File: src/deq_pkg.sv
// shared types and constants of the double-ended queue
`default_nettype none

package deq_pkg;

  // storage geometry
  localparam int DEPTH  = 16;
  localparam int WORD_W = 32;
  localparam int PTR_W  = $clog2(DEPTH);
  localparam int CNT_W  = $clog2(DEPTH + 1);

  // operation codes of a request
  typedef enum logic [2:0] {
    OP_PUSH_FRONT = 3'd0,
    OP_PUSH_BACK  = 3'd1,
    OP_POP_FRONT  = 3'd2,
    OP_POP_BACK   = 3'd3,
    OP_SET_FRONT  = 3'd4,
    OP_SET_BACK   = 3'd5
  } op_t;

  // status codes of a result
  typedef enum logic [1:0] {
    ST_OK    = 2'd0,
    ST_EMPTY = 2'd1,
    ST_FULL  = 2'd2
  } stat_t;

  // controller states
  typedef enum logic [1:0] {
    S_IDLE = 2'd0,
    S_EXEC = 2'd1,
    S_SHOW = 2'd2
  } state_t;

  // commands from controller to datapath
  typedef struct packed {
    logic load;
    logic exec;
  } cmd_t;

endpackage

`default_nettype wire

File: src/deq_ctrl.sv
// controller state machine of the double-ended queue
`default_nettype none

module deq_ctrl (
  input  wire logic          clk,
  input  wire logic          rst_n,
  input  wire logic          start,
  output deq_pkg::cmd_t      cmd,
  output logic               busy,
  output logic               out_valid
);

  deq_pkg::state_t state_r;
  deq_pkg::state_t state_nxt;

  // state register
  always_ff @(posedge clk) begin
    if (!rst_n) begin
      state_r <= deq_pkg::S_IDLE;
    end else begin
      state_r <= state_nxt;
    end
  end

  // next state and commands
  always_comb begin
    state_nxt = state_r;
    cmd       = '0;
    busy      = 1'b0;
    out_valid = 1'b0;
    unique case (state_r)
      deq_pkg::S_IDLE: begin
        if (start) begin
          cmd.load  = 1'b1;
          state_nxt = deq_pkg::S_EXEC;
        end
      end
      deq_pkg::S_EXEC: begin
        busy      = 1'b1;
        cmd.exec  = 1'b1;
        state_nxt = deq_pkg::S_SHOW;
      end
      deq_pkg::S_SHOW: begin
        out_valid = 1'b1;
        if (start) begin
          cmd.load  = 1'b1;
          state_nxt = deq_pkg::S_EXEC;
        end else begin
          state_nxt = deq_pkg::S_IDLE;
        end
      end
      default: begin
        state_nxt = deq_pkg::S_IDLE;
      end
    endcase
  end

endmodule

`default_nettype wire

File: src/deq_dp.sv
// datapath of the double-ended queue: ring store, positions and count
`default_nettype none

module deq_dp (
  input  wire logic                         clk,
  input  wire logic                         rst_n,
  input  wire deq_pkg::cmd_t                cmd,
  input  wire logic [2:0]                   in_mode,
  input  wire logic signed [31:0]           in_value,
  output logic signed [31:0]                out_popped,
  output logic [1:0]                        out_status,
  output logic [4:0]                        out_fill
);

  localparam logic [deq_pkg::PTR_W-1:0] PTR_LAST = deq_pkg::PTR_W'(deq_pkg::DEPTH - 1);
  localparam logic [deq_pkg::CNT_W-1:0] CNT_FULL = deq_pkg::CNT_W'(deq_pkg::DEPTH);

  logic [deq_pkg::WORD_W-1:0] mem [deq_pkg::DEPTH];

  logic [2:0]                 mode_r;
  logic [deq_pkg::WORD_W-1:0] value_r;
  logic [deq_pkg::PTR_W-1:0]  front_r, back_r;
  logic [deq_pkg::CNT_W-1:0]  held_r;
  logic [deq_pkg::WORD_W-1:0] rd_data_r;
  logic                       pop_ok_r;
  deq_pkg::stat_t             status_r;

  logic [deq_pkg::PTR_W-1:0]  front_prev, front_next, back_prev, back_next;
  logic [deq_pkg::PTR_W-1:0]  front_nxt, back_nxt, wr_addr, rd_addr;
  logic [deq_pkg::CNT_W-1:0]  held_nxt;
  logic                       wr_en, pop_ok;
  logic                       is_full, is_empty;
  deq_pkg::stat_t             status_nxt;

  // request capture
  always_ff @(posedge clk) begin
    if (cmd.load) begin
      mode_r  <= in_mode;
      value_r <= in_value;
    end
  end

  // wrapped neighbour positions
  assign front_prev = (front_r == '0) ? PTR_LAST : front_r - 1'b1;
  assign front_next = (front_r == PTR_LAST) ? '0 : front_r + 1'b1;
  assign back_prev  = (back_r == '0) ? PTR_LAST : back_r - 1'b1;
  assign back_next  = (back_r == PTR_LAST) ? '0 : back_r + 1'b1;
  assign is_full    = (held_r == CNT_FULL);
  assign is_empty   = (held_r == '0);

  // operation decode
  always_comb begin
    front_nxt  = front_r;
    back_nxt   = back_r;
    held_nxt   = held_r;
    wr_en      = 1'b0;
    wr_addr    = front_r;
    rd_addr    = front_r;
    pop_ok     = 1'b0;
    status_nxt = deq_pkg::ST_OK;
    unique case (mode_r)
      deq_pkg::OP_PUSH_FRONT: begin
        wr_addr = front_prev;
        if (is_full) begin
          status_nxt = deq_pkg::ST_FULL;
        end else begin
          wr_en     = 1'b1;
          front_nxt = front_prev;
          held_nxt  = held_r + 1'b1;
        end
      end
      deq_pkg::OP_PUSH_BACK: begin
        wr_addr = back_r;
        if (is_full) begin
          status_nxt = deq_pkg::ST_FULL;
        end else begin
          wr_en    = 1'b1;
          back_nxt = back_next;
          held_nxt = held_r + 1'b1;
        end
      end
      deq_pkg::OP_POP_FRONT: begin
        rd_addr = front_r;
        if (is_empty) begin
          status_nxt = deq_pkg::ST_EMPTY;
        end else begin
          pop_ok    = 1'b1;
          front_nxt = front_next;
          held_nxt  = held_r - 1'b1;
        end
      end
      deq_pkg::OP_POP_BACK: begin
        rd_addr = back_prev;
        if (is_empty) begin
          status_nxt = deq_pkg::ST_EMPTY;
        end else begin
          pop_ok   = 1'b1;
          back_nxt = back_prev;
          held_nxt = held_r - 1'b1;
        end
      end
      deq_pkg::OP_SET_FRONT: begin
        wr_addr = front_r;
        if (is_empty) begin
          status_nxt = deq_pkg::ST_EMPTY;
        end else begin
          wr_en = 1'b1;
        end
      end
      deq_pkg::OP_SET_BACK: begin
        wr_addr = back_prev;
        if (is_empty) begin
          status_nxt = deq_pkg::ST_EMPTY;
        end else begin
          wr_en = 1'b1;
        end
      end
      default: begin
        status_nxt = deq_pkg::ST_OK;
      end
    endcase
  end

  // ring store with registered read
  always_ff @(posedge clk) begin
    if (cmd.exec && wr_en) begin
      mem[wr_addr] <= value_r;
    end
    if (cmd.exec) begin
      rd_data_r <= mem[rd_addr];
    end
  end

  // positions, count and result status
  always_ff @(posedge clk) begin
    if (!rst_n) begin
      front_r  <= '0;
      back_r   <= '0;
      held_r   <= '0;
      pop_ok_r <= 1'b0;
      status_r <= deq_pkg::ST_OK;
    end else if (cmd.exec) begin
      front_r  <= front_nxt;
      back_r   <= back_nxt;
      held_r   <= held_nxt;
      pop_ok_r <= pop_ok;
      status_r <= status_nxt;
    end
  end

  // result fields
  assign out_popped = pop_ok_r ? signed'(rd_data_r) : '0;
  assign out_status = status_r;
  assign out_fill   = held_r;

  // consistency of the ring positions
  logic [deq_pkg::PTR_W:0] gap_sum;
  logic [deq_pkg::PTR_W:0] gap_wrap;
  assign gap_sum  = {1'b0, front_r} + (deq_pkg::PTR_W + 1)'(held_r);
  assign gap_wrap = (gap_sum >= (deq_pkg::PTR_W + 1)'(deq_pkg::DEPTH)) ?
                    gap_sum - (deq_pkg::PTR_W + 1)'(deq_pkg::DEPTH) : gap_sum;

  a_held_range: assert property (@(posedge clk) disable iff (!rst_n)
    held_r <= CNT_FULL)
    else $error("count above depth");

  a_ring_gap: assert property (@(posedge clk) disable iff (!rst_n)
    gap_wrap[deq_pkg::PTR_W-1:0] == back_r)
    else $error("front, back and count disagree");

  a_full_holds: assert property (@(posedge clk) disable iff (!rst_n)
    cmd.exec && status_nxt == deq_pkg::ST_FULL |=> $stable(held_r) && $stable(front_r))
    else $error("dropped push changed the queue");

  a_pop_ok: assert property (@(posedge clk) disable iff (!rst_n)
    pop_ok_r |-> status_r == deq_pkg::ST_OK)
    else $error("pop reported with failing status");

  a_empty_holds: assert property (@(posedge clk) disable iff (!rst_n)
    cmd.exec && status_nxt == deq_pkg::ST_EMPTY |=> held_r == '0 && $stable(back_r))
    else $error("failed request on empty queue changed it");

endmodule

`default_nettype wire

File: src/double_ended_queue.sv
// top level of the double-ended queue
`default_nettype none

// Bounded double-ended queue of 32-bit words held in a 16-entry ring store.
// A request (in_mode, in_value) is taken at a rising edge with start high
// and busy low. Modes: push front, push back, pop front, pop back, overwrite
// front, overwrite back; unused codes do nothing and report ok.
// Every request gives exactly one result (out_popped, out_status, out_fill),
// shown for a single cycle with out_valid high; the receiver cannot stall.
// The result is on the ports in the show state and is taken at the edge that
// ends it. The request is captured at acceptance, then decoded and the store
// written or read in the execute state; the store's registered read port and
// the result registers feed the show state.
// A new request is refused while busy is high and can be taken in the cycle
// its predecessor's result is on the ports.
// A pop on an empty queue, or an overwrite on one, reports empty and leaves
// the queue alone; a push on a full queue reports full and drops the word.
// Reset (rst_n low, synchronous) empties the queue at once; the store itself
// is not cleared and needs no clearing pass.
module double_ended_queue (
  input  wire logic               clk,
  input  wire logic               rst_n,
  input  wire logic               start,
  output logic                    busy,
  input  wire logic [2:0]         in_mode,
  input  wire logic signed [31:0] in_value,
  output logic                    out_valid,
  output logic signed [31:0]      out_popped,
  output logic [1:0]              out_status,
  output logic [4:0]              out_fill
);

  deq_pkg::cmd_t cmd;

  // sequencing
  deq_ctrl u_ctrl (
    .clk       (clk),
    .rst_n     (rst_n),
    .start     (start),
    .cmd       (cmd),
    .busy      (busy),
    .out_valid (out_valid)
  );

  // store and bookkeeping
  deq_dp u_dp (
    .clk        (clk),
    .rst_n      (rst_n),
    .cmd        (cmd),
    .in_mode    (in_mode),
    .in_value   (in_value),
    .out_popped (out_popped),
    .out_status (out_status),
    .out_fill   (out_fill)
  );

endmodule

`default_nettype wire

File: config.mk
export PLATFORM = sky130hd
export DESIGN_NAME = double_ended_queue
export DESIGN_NICKNAME = d
export VERILOG_FILES = /design/src/deq_pkg.sv /design/src/deq_ctrl.sv /design/src/deq_dp.sv /design/src/double_ended_queue.sv
export SDC_FILE = /design/constraint.sdc
export NUM_CORES = 1
export LEC_CHECK = 0
export BUFFER_PORTS_ARGS = -buffer_cell sky130_fd_sc_hd__buf_2
export CORE_ASPECT_RATIO = 1.2
export CORE_UTILIZATION = 65
export DETAILED_ROUTE_END_ITERATION = 6
export PLACE_DENSITY = 0.84
export SLEW_MARGIN = 15
export SYNTH_ARGS = -nofsm -noshare
export SYNTH_HDL_FRONTEND = slang
export SYNTH_SLANG_ARGS = --single-unit
File: constraint.sdc
create_clock -name clk -period 5.9 [get_ports clk]
set_input_delay 1.18 -clock clk [delete_from_list [all_inputs] [get_ports clk]]
set_output_delay 1.18 -clock clk [all_outputs]
set_load 0.02 [all_outputs]
==> results by group, run 1 <==
Status
  – Status: completed

Power and ir drop
  – Worst VDD drop: 0.4056 mV
  – Leakage: 9.185 nW
  – Pwr dens: 332.0 nW/um2

Logic synthesis
  – Ys async rst share: 0%
  – Yosys reg bits: 597
  – Synth warn: 0
  – Cell variety after synth: 61
  – Synth Instances: 1835
  – Syn_nets: 1881
  – Number of flops mapped to enable cells by yosys: 579
  – Avg Cell Area, Syn: 12.99 um2
  – Ys flop type: edfxtp_1
  – Netlist Area Pre-Place: 23830 um2
  – Sequential fraction of the synthesis area: 74.47%

Cells and area
  – Most frequent cells in the layout: 579 x edfxtp_1, 516 x nand2_1, 355 x nand3_1
  – Commonest non-fill, non-tap cell in the layout: edfxtp_1
  – Layout cells sized above 1: 11.42%
  – Post-route core utilization: 73.04%
  – Area Growth Syn to Fin: 10.46%
  – Final Cell Area: 26320 um2
  – # nets final: 1929
  – Diodes inserted: 0
  – Fillers: 2058

Timing
  – Least-Margin Pin Slew: 1.210 ns
  – Final setup margin: 2.061 ns
  – Final Max Slew Viols: 0
  – RSZ-0062 raised after global routing: no
  – Post-route setup TNS: 0 ns
  – Final setup fails: 0
  – Setup Skew: 0.01240 ns
  – Min cycle time layout: 3.839 ns
  – F_max: 0.2605 GHz
  – Worst hold slack: 0.4508 ns
  – Final Hold Viols: 0
  – Period utilization: 65.06%
  – Relative slew slack: 19.15%

Clocking
  – Post-CTS setup buffer count: 0
  – Hold Buf Count CTS: 0
  – H-tree depth: 2
  – Worst-Skew Late Latency: 0.59 ns
  – Clock transition at path regs: 0.07 ns
  – CTS sink cnt: 597
  – CTS buffer count: 54
  – CTS max path bufs: 3
  – CTS tree: built
  – Root Buffer: clkbuf_16
  – PostCTS Resize Cnt: 0

Drt
  – DR iter-0 viols: 2377
  – DRT Wirelength: 56.77 mm
  – DR WL/cell: 23.71 um
  – Via count: 15550
  – Remaining antenna violation count: 0
  – DR vias/cell: 6.494
  – Drt pass-1 iters: 6
  – Drc violations: 0

Place
  – Gpl congestion: 0.8958
  – Pre-CTS setup slack: 2.177 ns
  – Detailed placement HPWL: 30.00 mm
  – Port bufs: 78
  – DP Area: 24530 um2

Critical path
  – CP Data Required Time: 6.10 ns
  – Critical-path cell list: inv_1 -> ha_1 -> or3b_4 -> o211ai_1 -> o211ai_1 -> a31oi_1 -> nand2_1 -> nor2_4
  – Slowest stage delay, CP: 1.02 ns
  – WP data arrival: 4.04 ns
  – Crit-path most repeated cell: o211ai_1
  – Worst Setup End Kind: flip-flop
  – Highest-delay cell along the critical path: nor2_4
  – CP Launch Type: flip-flop
  – CP Max Fanout: 32
  – CP Class: flip-flop to flip-flop

Floorplan
  – # rows: 76
  – Die W: 176.8 um
  – Initial Utilization: 66.12%
  – Die Area: 37440 um2
  – Die Y: 211.8 um
  – # IOs: 79
  – CORE AREA: 36040 um2

Hold path
  – Hold Crit Class: flip-flop to flip-flop

Global route
  – Total gr overflow: 0
  – Initial antenna violation count: 0
  – First-pass GRT wire length: 86.15 mm
  – Pin count of the biggest net entering global routing: 184
  – Vias in the first global route: 15250
  – GRT Overall Usage: 30.89%

Flow run
  – MaxCap Viol Count: 0
==> cells in the mapped netlist (2+ instances only) <==
cell type  count  area share [%]
a211oi_1       6            0.19
a21o_1         5            0.16
a21oi_1       34            0.71
a21oi_2        3            0.11
a221o_1        9            0.38
a31oi_1        4            0.10
a32oi_1        2           0.074
and2_1        36            0.95
buf_1          3           0.047
buf_2         61             1.3
buf_4         13            0.41
buf_6         10            0.47
clkbuf_1      20            0.32
dfxtp_1       18             1.5
edfxtp_1     579              73
ha_1           7            0.37
inv_1         11            0.17
nand2_1      516             8.1
nand2b_1       7            0.18
nand3_1      355             7.5
nand4_1       29            0.76
nor2_1        38            0.60
nor2_2         2           0.052
nor2_8         2            0.17
nor2b_1        5            0.13
nor3_1         3           0.063
o211ai_1       2           0.063
o21ai_0        8            0.17
o22ai_1        6            0.16
xnor2_1       10            0.37
==> final cells by class <==
type	count	area (um2)	share of cell area, %
Clock buffer	62	1403	5.328
Clock inverter	37	360.3	1.369
Multi-Input combinational cell	1119	5587	21.22
Inverter	11	41.29	0.1569
Tap cell	468	585.6	2.224
Timing Repair Buffer	100	600.6	2.281
Sequential cell	597	17750	67.42
==> metal layers <==
metal  track usage (%)  vias up  part of all wire [%]
met1             40.45     7503                    36
met3             4.688      172                    10
li1                  -     6730                     -
met4             13.23        0                   3.9
met5                 0        -                     0
met2             51.79     1141                    50
==> worst max-delay path: cells and delay by family, from the launching register on <==
family / cells / cell delay, ns
AND/OR/NAND/NOR: 3 / 1.82
AO/OA/AOI/OAI: 3 / 0.71
flip-flops: 1 / 0.46
adder cells (fa/ha/maj): 1 / 0.27
buffers and inverters: 1 / 0.17
==> report_power, final <==
group / leakage [nW] / switching [mW] / total (mW) / internal, mW
logic: 2.94 / 0.319 / 0.451 / 0.131
registers: 5.38 / 0.0753 / 4.78 / 4.71
clock network: 0.858 / 1.53 / 3.51 / 1.98
==> worst paths after layout <==
| check | depth (start not counted) | start | slack (ns) | to |
|---|---|---|---|---|
| min | 2 | u_dp.out_status[1] | 0.45 | u_dp.out_status[1] |
| max reg2reg | 8 | u_dp.back_r[0] | 2.06 | u_dp.mem[3][11] |
| max | 8 | u_dp.back_r[0] | 2.06 | u_dp.mem[3][11] |
| min reg2reg | 2 | u_dp.out_status[1] | 0.45 | u_dp.out_status[1] |
==> logic make-up (layout without fill, tap and decap cells) <==
group / count (synthesis) / after routing / share of synthesized area [%]
compound gates: 98 / 98 / 2.988
xor+xnor: 11 / 11 / 0.4043
fa+ha+maj: 8 / 8 / 0.4515
buf+inv: 119 / 210 / 2.720
flops: 597 / 597 / 74.47
simple gates: 1002 / 1002 / 18.96
==> per-stage QoR <==
stage          instances  total power, mW
6_report            2394            8.739
5_1_grt             2394            8.947
4_1_cts             2393            8.740
3_5_place_dp        2294            5.307
3_3_place_gp        2294            5.281
2_1_floorplan       1835            5.155
==> registers in the layout (all words and copies together) (netlist names) <==
register / flops
u_dp.mem: 512
u_dp.rd_data_r: 32
u_dp.value_r: 32
u_dp.out_fill: 5
u_dp.back_r: 4
u_dp.front_r: 4
u_dp.mode_r: 3
u_ctrl.state_r: 2
u_dp.out_status: 2
u_dp.pop_ok_r: 1
Power figures use the tool's default switching activity.
==> run 2, diff against run 1 <==
--- a/config.mk
+++ b/config.mk
@@ -7,9 +7,9 @@
 export LEC_CHECK = 0
 export BUFFER_PORTS_ARGS = -buffer_cell sky130_fd_sc_hd__buf_2
 export CORE_ASPECT_RATIO = 1.2
-export CORE_UTILIZATION = 65
+export CORE_UTILIZATION = 62
 export DETAILED_ROUTE_END_ITERATION = 6
-export PLACE_DENSITY = 0.84
+export PLACE_DENSITY = 0.81
 export SLEW_MARGIN = 15
 export SYNTH_ARGS = -nofsm -noshare
 export SYNTH_HDL_FRONTEND = slang
==> constraint.sdc (replaced) <==
create_clock -name clk -period 3.8 [get_ports clk]
set_input_delay 0.76 -clock clk [delete_from_list [all_inputs] [get_ports clk]]
set_output_delay 0.76 -clock clk [all_outputs]
set_load 0.02 [all_outputs]
==> results by group, run 2 (synthesized netlist as in run 1, its figures left out) <==
Clocking
  – Root Buffer: clkbuf_16 (unchanged)
  – CTS sink cnt: 597 (unchanged)
  – Clock transition at path regs: 0.06 ns (was 0.07 ns)
  – Post-CTS setup buffer count: 0 (unchanged)
  – Hold Buf Count CTS: 0 (unchanged)
  – CTS buffer count: 54 (unchanged)
  – H-tree depth: 2 (unchanged)
  – Worst-Skew Late Latency: 0.59 ns (about the same)
  – CTS tree: built (unchanged)
  – CTS max path bufs: 3 (unchanged)
  – PostCTS Resize Cnt: 0 (unchanged)

Drt
  – Remaining antenna violation count: 0 (unchanged)
  – Via count: 15290 (was 15550)
  – DR vias/cell: 6.291 (was 6.494)
  – DR WL/cell: 23.00 um (was 23.71 um)
  – Drt pass-1 iters: 6 (unchanged)
  – Drc violations: 0 (unchanged)
  – DRT Wirelength: 55.90 mm (was 56.77 mm)
  – DR iter-0 viols: 2084 (was 2377)

Floorplan
  – Die Area: 39230 um2 (was 37440 um2)
  – Die Y: 216.8 um (was 211.8 um)
  – # rows: 78 (was 76)
  – Initial Utilization: 62.93% (was 66.12%)
  – CORE AREA: 37870 um2 (was 36040 um2)
  – Die W: 181.0 um (was 176.8 um)
  – # IOs: 79 (unchanged)

Cells and area
  – Area Growth Syn to Fin: 12.21% (was 10.46%)
  – Largest Register: u_dp.mem (unchanged)
  – Final Cell Area: 26740 um2 (was 26320 um2)
  – # nets final: 1953 (was 1929)
  – Max reg flops: 512 (unchanged)
  – Commonest non-fill, non-tap cell in the layout: edfxtp_1 (unchanged)
  – Top flop regs: u_dp.mem x512, u_dp.rd_data_r x32, u_dp.value_r x32 (unchanged)
  – Most frequent cells in the layout: 579 x edfxtp_1, 516 x nand2_1, 355 x nand3_1 (unchanged)
  – Diodes inserted: 0 (unchanged)
  – Layout cells sized above 1: 12.51% (was 11.42%)

Place
  – DP Area: 24960 um2 (was 24530 um2)
  – Gpl congestion: 0.8593 (was 0.8958)
  – Detailed placement HPWL: 32.25 mm (was 30.00 mm)
  – Port bufs: 78 (unchanged)

Global route
  – GRT Overall Usage: 29.13% (was 30.89%)
  – Pin count of the biggest net entering global routing: 102 (was 184)
  – First-pass GRT wire length: 86.05 mm (was 86.15 mm)
  – Vias in the first global route: 15180 (was 15250)
  – Initial antenna violation count: 0 (unchanged)
  – Total gr overflow: 0 (unchanged)

Power and ir drop
  – Part of the power in registers: 54.5% (was 54.7%)
  – Worst VDD drop: 0.5499 mV (was 0.4056 mV)
  – Comb power frac: 5.4% (was 5.2%)
  – Switching share of power: 21.66% (was 22.02%)
  – Pwr dens: 510.2 nW/um2 (was 332.0 nW/um2)
  – Pint: 10.69 mW (was 6.815 mW)
  – Switch Pwr: 2.955 mW (was 1.924 mW)
  – Leakage: 9.375 nW (was 9.185 nW)
  – Clk pwr share: 40.1% (about the same)

Critical path
  – CP Max Fanout: 21 (was 32)
  – Reg2Reg Depth: 9 (was 8)
  – CP Launch Point: u_dp.back_r[0] (unchanged)
  – Worst Setup End Kind: flip-flop (unchanged)
  – FF-to-FF setup slack: 0.32 ns (was 2.06 ns)
  – Capturing point of the worst reg2reg path: u_dp.mem[4][4] (was u_dp.mem[3][11])
  – CP Data Required Time: 4.07 ns (was 6.10 ns)
  – Launch point of the worst reg-to-reg path: u_dp.back_r[0] (unchanged)
  – CP endpoint: u_dp.mem[4][4] (was u_dp.mem[3][11])
  – CP Class: flip-flop to flip-flop (unchanged)
  – WP data arrival: 3.75 ns (was 4.04 ns)
  – CP Launch Type: flip-flop (unchanged)

Timing
  – Final Hold Viols: 0 (unchanged)
  – Worst hold slack: 0.3437 ns (was 0.4508 ns)
  – Least-Margin Pin Slew: 0.7625 ns (was 1.210 ns)
  – Post-route setup TNS: 0 ns (unchanged)
  – F_max: 0.2873 GHz (was 0.2605 GHz)
  – Final Max Slew Viols: 0 (unchanged)
  – Min cycle time layout: 3.480 ns (was 3.839 ns)
  – Relative slew slack: 49.16% (was 19.15%)
  – Setup Skew: 0.01950 ns (was 0.01240 ns)
  – Final setup fails: 0 (unchanged)
  – Period utilization: 91.58% (was 65.06%)
  – RSZ-0062 raised after global routing: no (unchanged)

Hold path
  – Hold Crit Class: input pin to flip-flop (was flip-flop to flip-flop)

Flow run
  – MaxCap Viol Count: 0 (unchanged)

Status
  – Status: completed (unchanged)
[run 2: layout make-up]
cell class / count / area [um2]
fill: 2315 / 11130
tap: 480 / 600.6
clock buffer: 70 / 1441
inverter: 11 / 41.29
clock inverter: 29 / 336.6
sequential: 597 / 17750
multi-input combinational: 1119 / 5587
timing repair buffer: 124 / 985.9
[run 2: per-stage QoR]
stage | instances | utilization [%] | power [mW] | setup WS (ns)
floorplan | 1835 | - | 8.004 | 0.1709
global placement | 2331 | 65.92 | 8.257 | 0.5558
detailed placement | 2331 | 65.92 | 8.286 | 0.4343
CTS | 2430 | 70.62 | 13.66 | 0.3790
global route | 2430 | 70.62 | 14.00 | 0.2350
finish | 2430 | 70.62 | 13.64 | 0.3199
[run 2: worst max-delay path, stage by stage, from the launching register on]
cell and delay (ns):
dfxtp_1 0.60, inv_1 0.15, ha_1 0.30, o21bai_2 0.24, a31oi_1 0.19, a2111oi_0 0.10
a221o_1 0.40, or2_1 0.39, nor2_4 0.50, buf_12 0.26
[run 2: metal layers]
metal	vias up	track usage (%)	wire (um)
li1	6775	-	-
met1	7376	39.01	20330
met2	998	48.24	27510
met3	138	4.351	5917
met4	0	12.32	2136
met5	-	0	0
[run 2: worst min-delay path by stage]
stage               slack, ns               start  cells after the start                  to
floorplan                0.53  u_dp.out_status[1]                      2  u_dp.out_status[1]
global placement         0.44  u_dp.out_status[1]                      2  u_dp.out_status[1]
detailed placement       0.47  u_dp.out_status[1]                      2  u_dp.out_status[1]
CTS                      0.32        in_value[10]                      1    u_dp.value_r[10]
global route             0.33         in_value[2]                      1     u_dp.value_r[2]
finish                   0.34        in_value[10]                      1    u_dp.value_r[10]
[run 2: power groups by stage]
stage	registers, mW	logic [mW]	clock network (mW)
6_report	7.44	0.731	5.48
5_1_grt	7.44	0.796	5.76
4_1_cts	7.43	0.725	5.51
3_5_place_dp	7.57	0.712	0
3_3_place_gp	7.57	0.691	0
2_1_floorplan	7.51	0.499	0
